$ cat src/c2d_pkg.sv
// ----------------------------------------------------------------------------
// c2d_pkg: shared types and constants for the 2D convolution engine
// Opcodes, register indexes, field widths and the control structs that pass
// between the tap sequencer, the multiply-accumulate unit and the top level.
// ----------------------------------------------------------------------------
package c2d_pkg;

   // Field widths fixed by the transaction format
   localparam int COORD_W  = 8;    // request row and column
   localparam int PIX_W    = 8;    // unsigned pixel
   localparam int COEF_W   = 8;    // signed coefficient
   localparam int SUM_W    = 22;   // convolution sum
   localparam int PROD_W   = PIX_W + 1 + COEF_W;
   localparam int DIM_W    = 9;    // image_height / image_width registers
   localparam int KSZ_W    = 3;    // kernel_size / center_offset registers
   localparam int LIM_W    = 10;   // saturated height or width, up to 511
   localparam int KDIM_W   = 4;    // saturated kernel side, up to 7
   localparam int TAP_W    = 11;   // signed window coordinate
   localparam int CSR_IDX_W  = 3;
   localparam int CSR_DATA_W = 9;

   // Request opcodes
   localparam logic [1:0] OP_WRITE_PIXEL = 2'd0;
   localparam logic [1:0] OP_WRITE_COEFF = 2'd1;
   localparam logic [1:0] OP_COMPUTE     = 2'd2;

   // Configuration register indexes
   localparam logic [CSR_IDX_W-1:0] CSR_IMAGE_HEIGHT  = 3'd0;
   localparam logic [CSR_IDX_W-1:0] CSR_IMAGE_WIDTH   = 3'd1;
   localparam logic [CSR_IDX_W-1:0] CSR_KERNEL_SIZE   = 3'd2;
   localparam logic [CSR_IDX_W-1:0] CSR_CENTER_OFFSET = 3'd3;

   // Window geometry, already saturated into legal range
   typedef struct packed {
      logic [LIM_W-1:0]  h_lim;
      logic [LIM_W-1:0]  w_lim;
      logic [KDIM_W-1:0] k;
      logic [KSZ_W-1:0]  off;
   } geom_type;

   // Per-tap control travelling alongside the data path
   typedef struct packed {
      logic valid;
      logic first;
      logic last;
   } tap_ctl_type;

endpackage

$ cat src/c2d_mac.sv
// ----------------------------------------------------------------------------
// c2d_mac: shared multiply-accumulate unit
// One pixel-by-coefficient product per cycle, registered, then summed into
// the accumulator; the last tap of a window raises the result strobe.
// ----------------------------------------------------------------------------
module c2d_mac (
   input  logic                               clock,
   input  logic                               reset,
   input  logic [c2d_pkg::PIX_W-1:0]          pix,
   input  logic signed [c2d_pkg::COEF_W-1:0]  coef,
   input  c2d_pkg::tap_ctl_type               ctl,
   output logic                               rsp_strobe,
   output logic signed [c2d_pkg::SUM_W-1:0]   rsp_conv_sum
);

   logic signed [c2d_pkg::PROD_W-1:0] prod_ff, prod_in;
   c2d_pkg::tap_ctl_type              ctl_ff;
   logic signed [c2d_pkg::SUM_W-1:0]  acc_ff, acc_in;
   logic signed [c2d_pkg::SUM_W-1:0]  sum_ff;
   logic                              strobe_ff;

   always_comb begin
      prod_in = $signed({1'b0, pix}) * coef;
      acc_in  = (ctl_ff.first ? c2d_pkg::SUM_W'(0) : acc_ff)
                + c2d_pkg::SUM_W'(prod_ff);
   end

   always_ff @(posedge clock) begin
      if (reset) begin
         ctl_ff    <= '0;
         strobe_ff <= 1'b0;
      end else begin
         ctl_ff    <= ctl;
         strobe_ff <= ctl_ff.valid && ctl_ff.last;
      end
      prod_ff <= prod_in;
      if (ctl_ff.valid) begin
         acc_ff <= acc_in;
      end
      if (ctl_ff.valid && ctl_ff.last) begin
         sum_ff <= acc_in;
      end
   end

   assign rsp_strobe   = strobe_ff;
   assign rsp_conv_sum = sum_ff;

endmodule

$ cat config.mk
export PLATFORM = sky130hd
export DESIGN_NAME = c2d_mac
export DESIGN_NICKNAME = d
export VERILOG_FILES = /design/src/c2d_pkg.sv /design/src/c2d_mac.sv
export SDC_FILE = /design/constraint.sdc
export NUM_CORES = 1
export LEC_CHECK = 0
export BUFFER_PORTS_ARGS = -buffer_cell sky130_fd_sc_hd__buf_2
export CAP_MARGIN = 20
export CORE_ASPECT_RATIO = 1.2
export CORE_UTILIZATION = 50
export CTS_BUF_LIST = sky130_fd_sc_hd__clkbuf_8
export DETAILED_ROUTE_END_ITERATION = 10
export PLACE_DENSITY = 0.74
export SYNTH_ARGS = -nofsm -noshare
export SYNTH_HDL_FRONTEND = slang
export SYNTH_SLANG_ARGS = --single-unit
$ cat constraint.sdc
create_clock -name clock -period 8.9 [get_ports clock]
set_input_delay 0.89 -clock clock [delete_from_list [all_inputs] [get_ports clock]]
set_output_delay 0.89 -clock clock [all_outputs]
set_load 0.03 [all_outputs]
==> summary by stage <==
Clocking
The insertion delay of the later-clocked pin in the worst-skew pair is 0.35 ns. The H-tree was split into 3 levels. The clock-pin slew reported for the worst setup and hold paths after clock tree synthesis is 0.08 ns.

The clock tree from TritonCTS is done. CTS placed an instance of clkbuf_8 at the clock tree root. Counting the buffers created by CTS gives 9.

The number of gates resized after CTS is 0. Counting every sink on the clock net gives 65. The longest clock path from root to sink contains 2 buffers. After clock tree synthesis, the flow added hold-fix buffers numbering 0. Once the clock tree was built, the setup fixing pass inserted 0 buffers.

Synthesis
The biggest area contributor in the post-synthesis netlist is edfxtp_1. The average size of a mapped cell is 10.2 µm². Of all flip-flops after synthesis, the portion carrying an async set or reset was 0.

For this run, the number of Yosys warnings is 0. The post-synthesis cell count is 520. Counting every net in the synthesized netlist gives 643. Counting instances in the post-synthesis netlist gives the leading cell types as ha_1 (64), inv_1 (58), edfxtp_1 (44). By instance count, the leading cell after synthesis is ha_1.

In this run, synthesis inferred 44 flip-flops with an integrated enable. The share of the Yosys chip area taken by registers is 0.327. Counting flops and latches in the post-synthesis netlist gives 65.

Of the post-synthesis cell area, the dominant cell type holds 0.248. In this run the cell area of the synthesized design comes to 5330 µm². The most used flip-flop cell after synthesis is edfxtp_1.

Yosys attributes the largest share of cell area to edfxtp_1 (25%), ha_1 (15%), fa_1 (14%), dfxtp_1 (7.9%), and2_1 (5.1%). The number of distinct library cells after synthesis is 47.

STA
Setup violations remaining at the end of the flow were counted as 0. After layout, the minimum clock period comes to 4.63 ns. In the finished design, the share of the clock period the worst path needs comes to 0.520. The final hold violation count is 0. The maximum operating frequency is 0.216 GHz. The worst clock skew on the final layout is 0.0147 ns. The slew at the pin closest to its max-slew limit is 0.857 ns. The max-slew headroom at the worst pin is 0.428. The final total negative setup slack is 0 ns.

Once routing completed, OpenROAD measured the worst setup slack at 4.27 ns. The number of max-slew violations in the final report is 0. Setup repair after global routing left no endpoint under its margin.

Global route
The first global-routing pass estimated 17.4 mm of wire. Entering global routing, the biggest net connects 24 pins. For this run the aggregate overflow at the end of global routing stands at 0. The number of antenna violations at the first check in global routing is 0. The number of global-route vias before repair is 3859.

For this run, the total global-route usage over all layers was measured as 0.204.

Final layout
The final core area utilization is 0.581. The net count reported at finish is 692. The fraction of final layout cells with drive strength greater than 1 is 0.118.

Compared with the post-synthesis result, the final layout area differs by 11.3%. Fill cells in the final layout number 874. The repair_antennas step left the layout with diodes totalling 0.

Place
Routability-driven placement finished with a final weighted congestion of 0.877. The total of buffers placed on input and output ports is 43. The post-placement worst setup slack is 3.93 ns. The estimated wirelength of the detail-placed design is 7.97 mm.

Power
The overall power after layout is 1.76 mW. The share of total power dissipated in sequential elements is 0.284. The worst-case vdd ir drop is 0.0000949 V. The share of total power dissipated in the clock network is 0.147. The switching part of the total is 0.407. The logic gate share of total power is 0.569. For this design the ratio of total power to cell area is 298 nW/µm². The analysis attributes to net switching a power of 0.719 mW. For this design the static power due to leakage is 2.79 nW. The internal power contribution is 1.05 mW.

Floorplan
The die height is 115 µm. In this run the horizontal extent of the chip is 96.2 µm. After floorplanning, the core was sized to cover 10200 µm². The floorplan has 40 rows. For this configuration, the core starts out at a cell density of 0.522.

The die area is 11100 µm². 44 I/O pins were placed.

Worst setup path
The sort of element at the start of the critical path is an input port. The capturing element type of the critical path is a register. The required time reported for the critical path endpoint is 9.16 ns. The startpoint of the worst register-to-register path is ctl_ff[1]. The maximum fanout along the worst path is 6. The critical path launch point is coef[7].

The data arrival time at the worst-slack endpoint is 4.89 ns. By startpoint and endpoint, the worst setup path is classified as in2reg.

Route
The number of nets still failing antenna checks after routing is 0. The remaining design rule violation count is 0. The final routed wirelength across all metal layers is 10.1 mm. The length of the first detailed-routing pass in iterations is 4. The routed wirelength normalized by instance count is 14.5 µm.

The number of vias after detailed routing is 3748. In the routed layout, each cell is associated on average with a via count of 5.35. The first-iteration detailed-routing DRC count is 177.

Worst hold path
The path type of the worst min-delay path is reg2reg. In this run the most critical hold path is launched from prod_ff[0].

Flow run
Across the run, the number of max-cap violations was 0.

Run status
The run finished with clean final reports.
==> flip-flops by register name, summed over array words and instances (netlist names) <==
register / count
rsp_strobe: 1
acc_ff: 22
ctl_ff: 3
prod_ff: 17
rsp_conv_sum: 22
==> power by group through the flow <==
stage               logic, mW  clock network [mW]  registers (mW)
global route             1.13               0.276           0.509
floorplan               0.769                   0           0.517
global placement        0.956                   0           0.507
detailed placement      0.988                   0           0.508
CTS                      1.00               0.263           0.504
finish                   1.00               0.259           0.501
==> critical path, cell delays in order <==
cell,delay [ns]
buf_2,0.14
inv_1,0.17
nor2_1,0.09
fa_1,0.51
fa_1,0.51
fa_1,0.54
inv_1,0.05
fa_1,0.53
inv_1,0.04
ha_1,0.32
or2_2,0.30
a21oi_1,0.15
inv_1,0.07
a31o_2,0.24
a21oi_1,0.19
xnor2_1,0.15
==> logic make-up after synthesis <==
kind of cell / synth area share
AO/OA/AOI/OAI: 0.111
XOR/XNOR: 0.0444
adder cells (fa/ha/maj): 0.293
buffers and inverters: 0.0460
flip-flops: 0.327
multiplexers: 0.00376
AND/OR/NAND/NOR: 0.175
==> layer usage <==
| layer | vias to the layer above | GRT usage | part of all wire |
|---|---|---|---|
| li1 | 1871 | - | - |
| met1 | 1787 | 0.247 | 0.45 |
| met2 | 72 | 0.359 | 0.50 |
| met3 | 18 | 0.0284 | 0.026 |
| met4 | 0 | 0.0826 | 0.022 |
| met5 | - | 0 | 0 |
==> cell usage in the layout, fill, tap and decap left out, types with 20 or more instances in the layout <==
master	instances
nor2_1	33
buf_2	43
inv_1	61
nor2b_1	27
a21oi_1	20
nand2_1	32
fa_1	38
and2_1	43
ha_1	64
edfxtp_1	44
dfxtp_1	21
==> layout make-up <==
| cell class | count | area (µm²) | area share |
|---|---|---|---|
| clock buffers | 9 | 124 | 0.0209 |
| clock inverters | 7 | 80.1 | 0.0135 |
| inverters | 58 | 218 | 0.0367 |
| multi-input cells | 390 | 3340 | 0.563 |
| flip-flops and latches | 65 | 1740 | 0.294 |
| well taps | 126 | 158 | 0.0266 |
| repair buffers | 45 | 270 | 0.0456 |
==> final timing paths <==
path | endpoint | slack, ns | cells past startpoint
setup / recovery | prod_ff[13] | 4.27 | 16
hold / removal | rsp_conv_sum[0] | 0.56 | 1
setup reg to reg | acc_ff[15] | 5.76 | 8
hold reg to reg | rsp_conv_sum[0] | 0.56 | 1
==> metrics by stage <==
step | instance area [µm²] | hold WS [ns] | std cells
2_1_floorplan | 5330 | 0.527 | 520
3_3_place_gp | 5670 | 0.551 | 682
3_5_place_dp | 5670 | 0.550 | 682
4_1_cts | 5880 | 0.568 | 698
5_1_grt | 5930 | 0.586 | 700
6_report | 5930 | 0.565 | 700
Power figures use the tool's default switching activity.
