$ cat config.mk
export PLATFORM = sky130hd
export DESIGN_NAME = c2d_seq
export DESIGN_NICKNAME = d
export VERILOG_FILES = /design/src/c2d_pkg.sv /design/src/c2d_seq.sv
export SDC_FILE = /design/constraint.sdc
export NUM_CORES = 1
export LEC_CHECK = 0
export ABC_AREA = 1
export BUFFER_PORTS_ARGS = -buffer_cell sky130_fd_sc_hd__buf_2
export CAP_MARGIN = 20
export CORE_MARGIN = 4
export CORE_UTILIZATION = 53
export CTS_CLUSTER_SIZE = 10
export DETAILED_ROUTE_END_ITERATION = 16
export GPL_ROUTABILITY_DRIVEN = 0
export PLACE_DENSITY = 0.78
export SYNTH_ARGS = -nofsm -noshare
export SYNTH_HDL_FRONTEND = slang
export SYNTH_SLANG_ARGS = --single-unit
$ cat constraint.sdc
create_clock -name clock -period 4.4 [get_ports clock]
set_input_delay 0.22 -clock clock [delete_from_list [all_inputs] [get_ports clock]]
set_output_delay 0.22 -clock clock [all_outputs]
set_load 0.02 [all_outputs]
$ cat src/c2d_pkg.sv
// ----------------------------------------------------------------------------
// c2d_pkg: shared types and constants for the 2D convolution engine
// Opcodes, register indexes, field widths and the control structs that pass
// between the tap sequencer, the multiply-accumulate unit and the top level.
// ----------------------------------------------------------------------------
package c2d_pkg;

   // Field widths fixed by the transaction format
   localparam int COORD_W  = 8;    // request row and column
   localparam int PIX_W    = 8;    // unsigned pixel
   localparam int COEF_W   = 8;    // signed coefficient
   localparam int SUM_W    = 22;   // convolution sum
   localparam int PROD_W   = PIX_W + 1 + COEF_W;
   localparam int DIM_W    = 9;    // image_height / image_width registers
   localparam int KSZ_W    = 3;    // kernel_size / center_offset registers
   localparam int LIM_W    = 10;   // saturated height or width, up to 511
   localparam int KDIM_W   = 4;    // saturated kernel side, up to 7
   localparam int TAP_W    = 11;   // signed window coordinate
   localparam int CSR_IDX_W  = 3;
   localparam int CSR_DATA_W = 9;

   // Request opcodes
   localparam logic [1:0] OP_WRITE_PIXEL = 2'd0;
   localparam logic [1:0] OP_WRITE_COEFF = 2'd1;
   localparam logic [1:0] OP_COMPUTE     = 2'd2;

   // Configuration register indexes
   localparam logic [CSR_IDX_W-1:0] CSR_IMAGE_HEIGHT  = 3'd0;
   localparam logic [CSR_IDX_W-1:0] CSR_IMAGE_WIDTH   = 3'd1;
   localparam logic [CSR_IDX_W-1:0] CSR_KERNEL_SIZE   = 3'd2;
   localparam logic [CSR_IDX_W-1:0] CSR_CENTER_OFFSET = 3'd3;

   // Window geometry, already saturated into legal range
   typedef struct packed {
      logic [LIM_W-1:0]  h_lim;
      logic [LIM_W-1:0]  w_lim;
      logic [KDIM_W-1:0] k;
      logic [KSZ_W-1:0]  off;
   } geom_type;

   // Per-tap control travelling alongside the data path
   typedef struct packed {
      logic valid;
      logic first;
      logic last;
   } tap_ctl_type;

endpackage

$ cat src/c2d_seq.sv
// ----------------------------------------------------------------------------
// c2d_seq: window tap sequencer
// Walks the k-by-k window one tap per cycle, clamps each tap coordinate to
// the image edge and issues frame and kernel store addresses.
// ----------------------------------------------------------------------------
module c2d_seq #(
   parameter int MAX_HEIGHT = 256,
   parameter int MAX_WIDTH  = 256,
   parameter int MAX_KERNEL = 6
) (
   input  logic                          clock,
   input  logic                          reset,
   input  logic                          go,
   input  logic [c2d_pkg::COORD_W-1:0]   req_row,
   input  logic [c2d_pkg::COORD_W-1:0]   req_col,
   input  c2d_pkg::geom_type             geom,
   input  logic                          done,
   output logic                          busy,
   output logic [((MAX_HEIGHT*MAX_WIDTH > 1) ?
                  $clog2(MAX_HEIGHT*MAX_WIDTH) : 1)-1:0] frame_addr,
   output logic [((MAX_KERNEL*MAX_KERNEL > 1) ?
                  $clog2(MAX_KERNEL*MAX_KERNEL) : 1)-1:0] kern_addr,
   output c2d_pkg::tap_ctl_type          tap
);

   localparam int FA_W = (MAX_HEIGHT*MAX_WIDTH > 1) ? $clog2(MAX_HEIGHT*MAX_WIDTH) : 1;
   localparam int KA_W = (MAX_KERNEL*MAX_KERNEL > 1) ? $clog2(MAX_KERNEL*MAX_KERNEL) : 1;

   typedef enum logic [1:0] {
      ST_IDLE,
      ST_RUN,
      ST_WAIT
   } state_type;

   state_type                         state_ff, state_in;
   logic [c2d_pkg::COORD_W-1:0]       row_ff, row_in;
   logic [c2d_pkg::COORD_W-1:0]       col_ff, col_in;
   c2d_pkg::geom_type                 geom_ff, geom_in;
   logic [c2d_pkg::KDIM_W-1:0]        i_ff, i_in;
   logic [c2d_pkg::KDIM_W-1:0]        j_ff, j_in;
   logic [FA_W-1:0]                   fa_ff, fa_in;
   logic [KA_W-1:0]                   ka_ff, ka_in;
   c2d_pkg::tap_ctl_type              tap_ff, tap_in;

   logic signed [c2d_pkg::TAP_W-1:0]  rc, cc;
   logic [c2d_pkg::LIM_W-1:0]         r_clamp, c_clamp;
   logic [c2d_pkg::KDIM_W-1:0]        k_last;
   logic                              last_tap;
   logic [31:0]                       fa_wide, ka_wide;

   // Clamp the current tap into the image
   always_comb begin
      rc = $signed(c2d_pkg::TAP_W'(row_ff)) - $signed(c2d_pkg::TAP_W'(geom_ff.off))
           + $signed(c2d_pkg::TAP_W'(i_ff));
      cc = $signed(c2d_pkg::TAP_W'(col_ff)) - $signed(c2d_pkg::TAP_W'(geom_ff.off))
           + $signed(c2d_pkg::TAP_W'(j_ff));
      if (rc < 0) begin
         r_clamp = '0;
      end else if (rc >= $signed(c2d_pkg::TAP_W'(geom_ff.h_lim))) begin
         r_clamp = geom_ff.h_lim - c2d_pkg::LIM_W'(1);
      end else begin
         r_clamp = rc[c2d_pkg::LIM_W-1:0];
      end
      if (cc < 0) begin
         c_clamp = '0;
      end else if (cc >= $signed(c2d_pkg::TAP_W'(geom_ff.w_lim))) begin
         c_clamp = geom_ff.w_lim - c2d_pkg::LIM_W'(1);
      end else begin
         c_clamp = cc[c2d_pkg::LIM_W-1:0];
      end
      fa_wide  = 32'(r_clamp) * 32'(MAX_WIDTH) + 32'(c_clamp);
      ka_wide  = 32'(i_ff) * 32'(MAX_KERNEL) + 32'(j_ff);
      k_last   = geom_ff.k - c2d_pkg::KDIM_W'(1);
      last_tap = (i_ff == k_last) && (j_ff == k_last);
   end

   // Next state
   always_comb begin
      state_in = state_ff;
      row_in   = row_ff;
      col_in   = col_ff;
      geom_in  = geom_ff;
      i_in     = i_ff;
      j_in     = j_ff;
      fa_in    = fa_ff;
      ka_in    = ka_ff;
      tap_in   = '0;
      case (state_ff)
         ST_IDLE: begin
            if (go) begin
               row_in   = req_row;
               col_in   = req_col;
               geom_in  = geom;
               i_in     = '0;
               j_in     = '0;
               state_in = ST_RUN;
            end
         end
         ST_RUN: begin
            fa_in        = fa_wide[FA_W-1:0];
            ka_in        = ka_wide[KA_W-1:0];
            tap_in.valid = 1'b1;
            tap_in.first = (i_ff == '0) && (j_ff == '0);
            tap_in.last  = last_tap;
            if (last_tap) begin
               state_in = ST_WAIT;
            end else if (j_ff == k_last) begin
               j_in = '0;
               i_in = i_ff + c2d_pkg::KDIM_W'(1);
            end else begin
               j_in = j_ff + c2d_pkg::KDIM_W'(1);
            end
         end
         ST_WAIT: begin
            if (done) begin
               state_in = ST_IDLE;
            end
         end
         default: begin
            state_in = ST_IDLE;
         end
      endcase
   end

   always_ff @(posedge clock) begin
      if (reset) begin
         state_ff <= ST_IDLE;
         tap_ff   <= '0;
      end else begin
         state_ff <= state_in;
         tap_ff   <= tap_in;
      end
      row_ff  <= row_in;
      col_ff  <= col_in;
      geom_ff <= geom_in;
      i_ff    <= i_in;
      j_ff    <= j_in;
      fa_ff   <= fa_in;
      ka_ff   <= ka_in;
   end

   assign busy       = (state_ff != ST_IDLE);
   assign frame_addr = fa_ff;
   assign kern_addr  = ka_ff;
   assign tap        = tap_ff;

endmodule

==> metrics.txt <==
outcome finished with violations; failing checks negative setup slack; most numerous cell in the Yosys netlist inv_1; slowest CP cell edfxtp_1; sequential share of power 0.358; internal power 1770 uW; Logic pwr share 0.403; CP max stage delay approximately 400 ps; via count between 4000 and 5000; layout net count 806; Area Overhead vs Synth 28.9%; worst-margin pin slew 489 ps; TritonCTS buffer count 9; Final Setup Violations 7; type of the worst setup path register to register; First-pass DRT Iterations 4; Fill cells 676; fin. max-slew vios 0; clock share of power 0.239; Root Buffer clkbuf_8; detailed placement HPWL 8.52 mm; Area contributors post-synth edfxtp_1 42%, ha_1 12%, inv_1 7.3%, nand2_1 6.8%, xor2_1 5.4%; die area roughly 11000 sq um; drt first-iter violations 197; share of layout cells above drive strength 1 0.323; Starting Density 0.554; initial antenna violation count 0; area of the multi-input gates 2770 sq um; HP Class input pin to register; ys async rst share 0; peak supply drop 0.242 mV; crit path DAT approximately 4800 ps; Die Y 107 microns; Chip Width approximately 110 microns; Worst EP required 4520 ps; fmax between 200 and 250 MHz; Crit Path Max Fanout 3; Avg Cell Area, Syn around 9.3 sq um; Ys Warns 0; critical path capture point type register; final hold vios 0; library cells used by synthesis 41; CTS Buffer Depth 2; cell taking the most area after synthesis edfxtp_1; register area 2290 sq um; leak pwr 0.00320 uW; all-layer global routing usage 0.201; period utilisation layout 1.05; CORE AREA approximately 9400 sq um; flops & latches, synth 78; number of global-route vias before repair 4135; Rel. slew slack 0.671; htree depth 3; synth cell count leaders 101 x inv_1, 95 x nand2_1, 73 x edfxtp_1; syn nets 661; routed vias/inst 4.99; most frequent CP cell nand2_1; num rows 35; Switching Fraction 0.340; Overall Power 2680 uW; type of origin of the critical path register; RSZ-0062 raised after global routing true; first-pass GRT wire length 18.2 mm; clk_skew 14.4 ps; Final Critical Period 4630 ps; I/O pins 73; IO Port Bufs 72; Power Density ~400 nW/um^2; grt total ovfl 0; Detail Route Antenna Nets 0; synthesized netlist cell count ~560; Mapped Area 5210 sq um; Antenna diodes 0; drc violations 0; NetSw 912 uW; Yosys top cell area share 0.420; Max-cap violations 0; Clk Latency, worst-skew pair 370 ps; setup slack after layout -235 ps; clk sinks just under 80; CTS tree done; worst hold slack 23.3 ps; Main synth FF type edfxtp_1; wire per inst 13.7 microns; register area share after synthesis 0.440; Post-Route WL 11.4 mm; Clk pin slew, worst setup/hold paths 90 ps; largest net degree at the start of global routing 31; Post-synth EDFFs 73
==> worst max-delay path: cells and delay by family, from the launching register on <==
kind,cells,cell delay [ps]
AND/OR/NAND/NOR,16,1450
adder cells (fa/ha/maj),4,1100
AO/OA/AOI/OAI,6,780
flip-flops,1,390
buffers and inverters,4,370
XOR/XNOR,2,310
==> final cells by class <==
type / count / area share
clock buffers: 11 / 0.0195
clock inverters: 5 / 0.0160
inverters: 109 / 0.0616
multi-input cells: 371 / 0.412
flip-flops and latches: 78 / 0.341
well taps: 129 / 0.0240
repair buffers: 134 / 0.126
==> metal layers <==
metal / share of wire / routed length, microns / GRT usage
met5: 0 / 0 / 0
met2: 0.51 / 5850 / 0.344
met4: 0.022 / 256 / 0.0676
met1: 0.41 / 4720 / 0.240
met3: 0.054 / 613 / 0.0614
==> power groups by stage <==
stage                     sequential, uW  combinational, uW  clock (uW)
after floorplan                     1020                584           0
after global routing                 967               1200         693
final                                960               1080         642
after global placement               973                891           0
after detailed placement             975                932           0
after CTS                            959                959         658
==> layout by cell type (no fill, tap or decap), types with 3 or more instances in the layout <==
| cell | n |
|---|---|
| dfxtp_1 | 5 |
| nor2_4 | 10 |
| clkinv_4 | 3 |
| nor2_1 | 37 |
| nand2_4 | 4 |
| o21ai_1 | 4 |
| o21ai_0 | 5 |
| nor2_2 | 5 |
| inv_2 | 10 |
| o211ai_1 | 4 |
| dlygate4sd3_1 | 3 |
| a21oi_1 | 16 |
| xor2_1 | 32 |
| a21oi_2 | 4 |
| nand2_2 | 14 |
| nand4_1 | 5 |
| nand2_1 | 89 |
| ha_4 | 6 |
| nand3_1 | 38 |
| ha_1 | 40 |
| clkbuf_8 | 9 |
| nor3_1 | 8 |
| bufinv_16 | 3 |
| inv_1 | 98 |
| nand3_2 | 3 |
| buf_4 | 57 |
| xnor2_1 | 10 |
| fa_2 | 5 |
| buf_2 | 72 |
| ha_2 | 3 |
| edfxtp_1 | 73 |
| o21ai_2 | 4 |
==> cells by family after synthesis <==
| kind of cell | after synthesis | share of synthesized area |
|---|---|---|
| AO/OA/AOI/OAI | 44 | 0.0502 |
| XOR/XNOR | 46 | 0.0816 |
| adder cells (fa/ha/maj) | 56 | 0.144 |
| buffers and inverters | 109 | 0.0785 |
| flip-flops | 78 | 0.440 |
| AND/OR/NAND/NOR | 225 | 0.206 |
==> flip-flops by register name, indices dropped and copies added (netlist names) <==
register,flops
col_ff,8
frame_addr,16
geom_ff,27
i_ff,4
j_ff,4
kern_addr,6
row_ff,8
state_ff,2
tap,3
==> path summary, 6_finish.rpt <==
kind                            start                  endpoint  slack (ps)  depth (start not counted)
max              geom_ff[2]$_DFFE_PP_  frame_addr[13]$_DFFE_PP_        -230                         32
min                          geom[19]     geom_ff[19]$_DFFE_PP_          20                          1
max reg2reg      geom_ff[2]$_DFFE_PP_  frame_addr[13]$_DFFE_PP_        -230                         32
min reg2reg  state_ff[1]$_SDFFE_PP0P_  state_ff[1]$_SDFFE_PP0P_         510                          2
==> metrics by stage <==
| step | cells | area, sq um | setup slack (ps) | TNS [ps] | utilization |
|---|---|---|---|---|---|
| floorplan | 558 | 5260 | -109 | -187 | - |
| global placement | 806 | 6140 | -55.3 | -90.2 | 0.652 |
| detailed placement | 806 | 6140 | -197 | -857 | 0.652 |
| CTS | 825 | 6420 | -146 | -550 | 0.682 |
| global route | 837 | 6720 | -555 | -3300 | 0.714 |
| finish | 837 | 6720 | -235 | -1170 | 0.714 |
==> what timing repair did <==
| item | CTS | global route |
|---|---|---|
| gates cloned | 0 | 0 |
| endpoints found under the hold margin | 0 | 3 |
| pin swaps | 7 | 31 |
| endpoints found under the setup margin | 7 | 7 |
| gates resized for setup | 7 | 37 |
| buffers inserted | 3 | 9 |
| hold buffers | 0 | 3 |
Note: power is estimated with default switching activity, not from simulation.
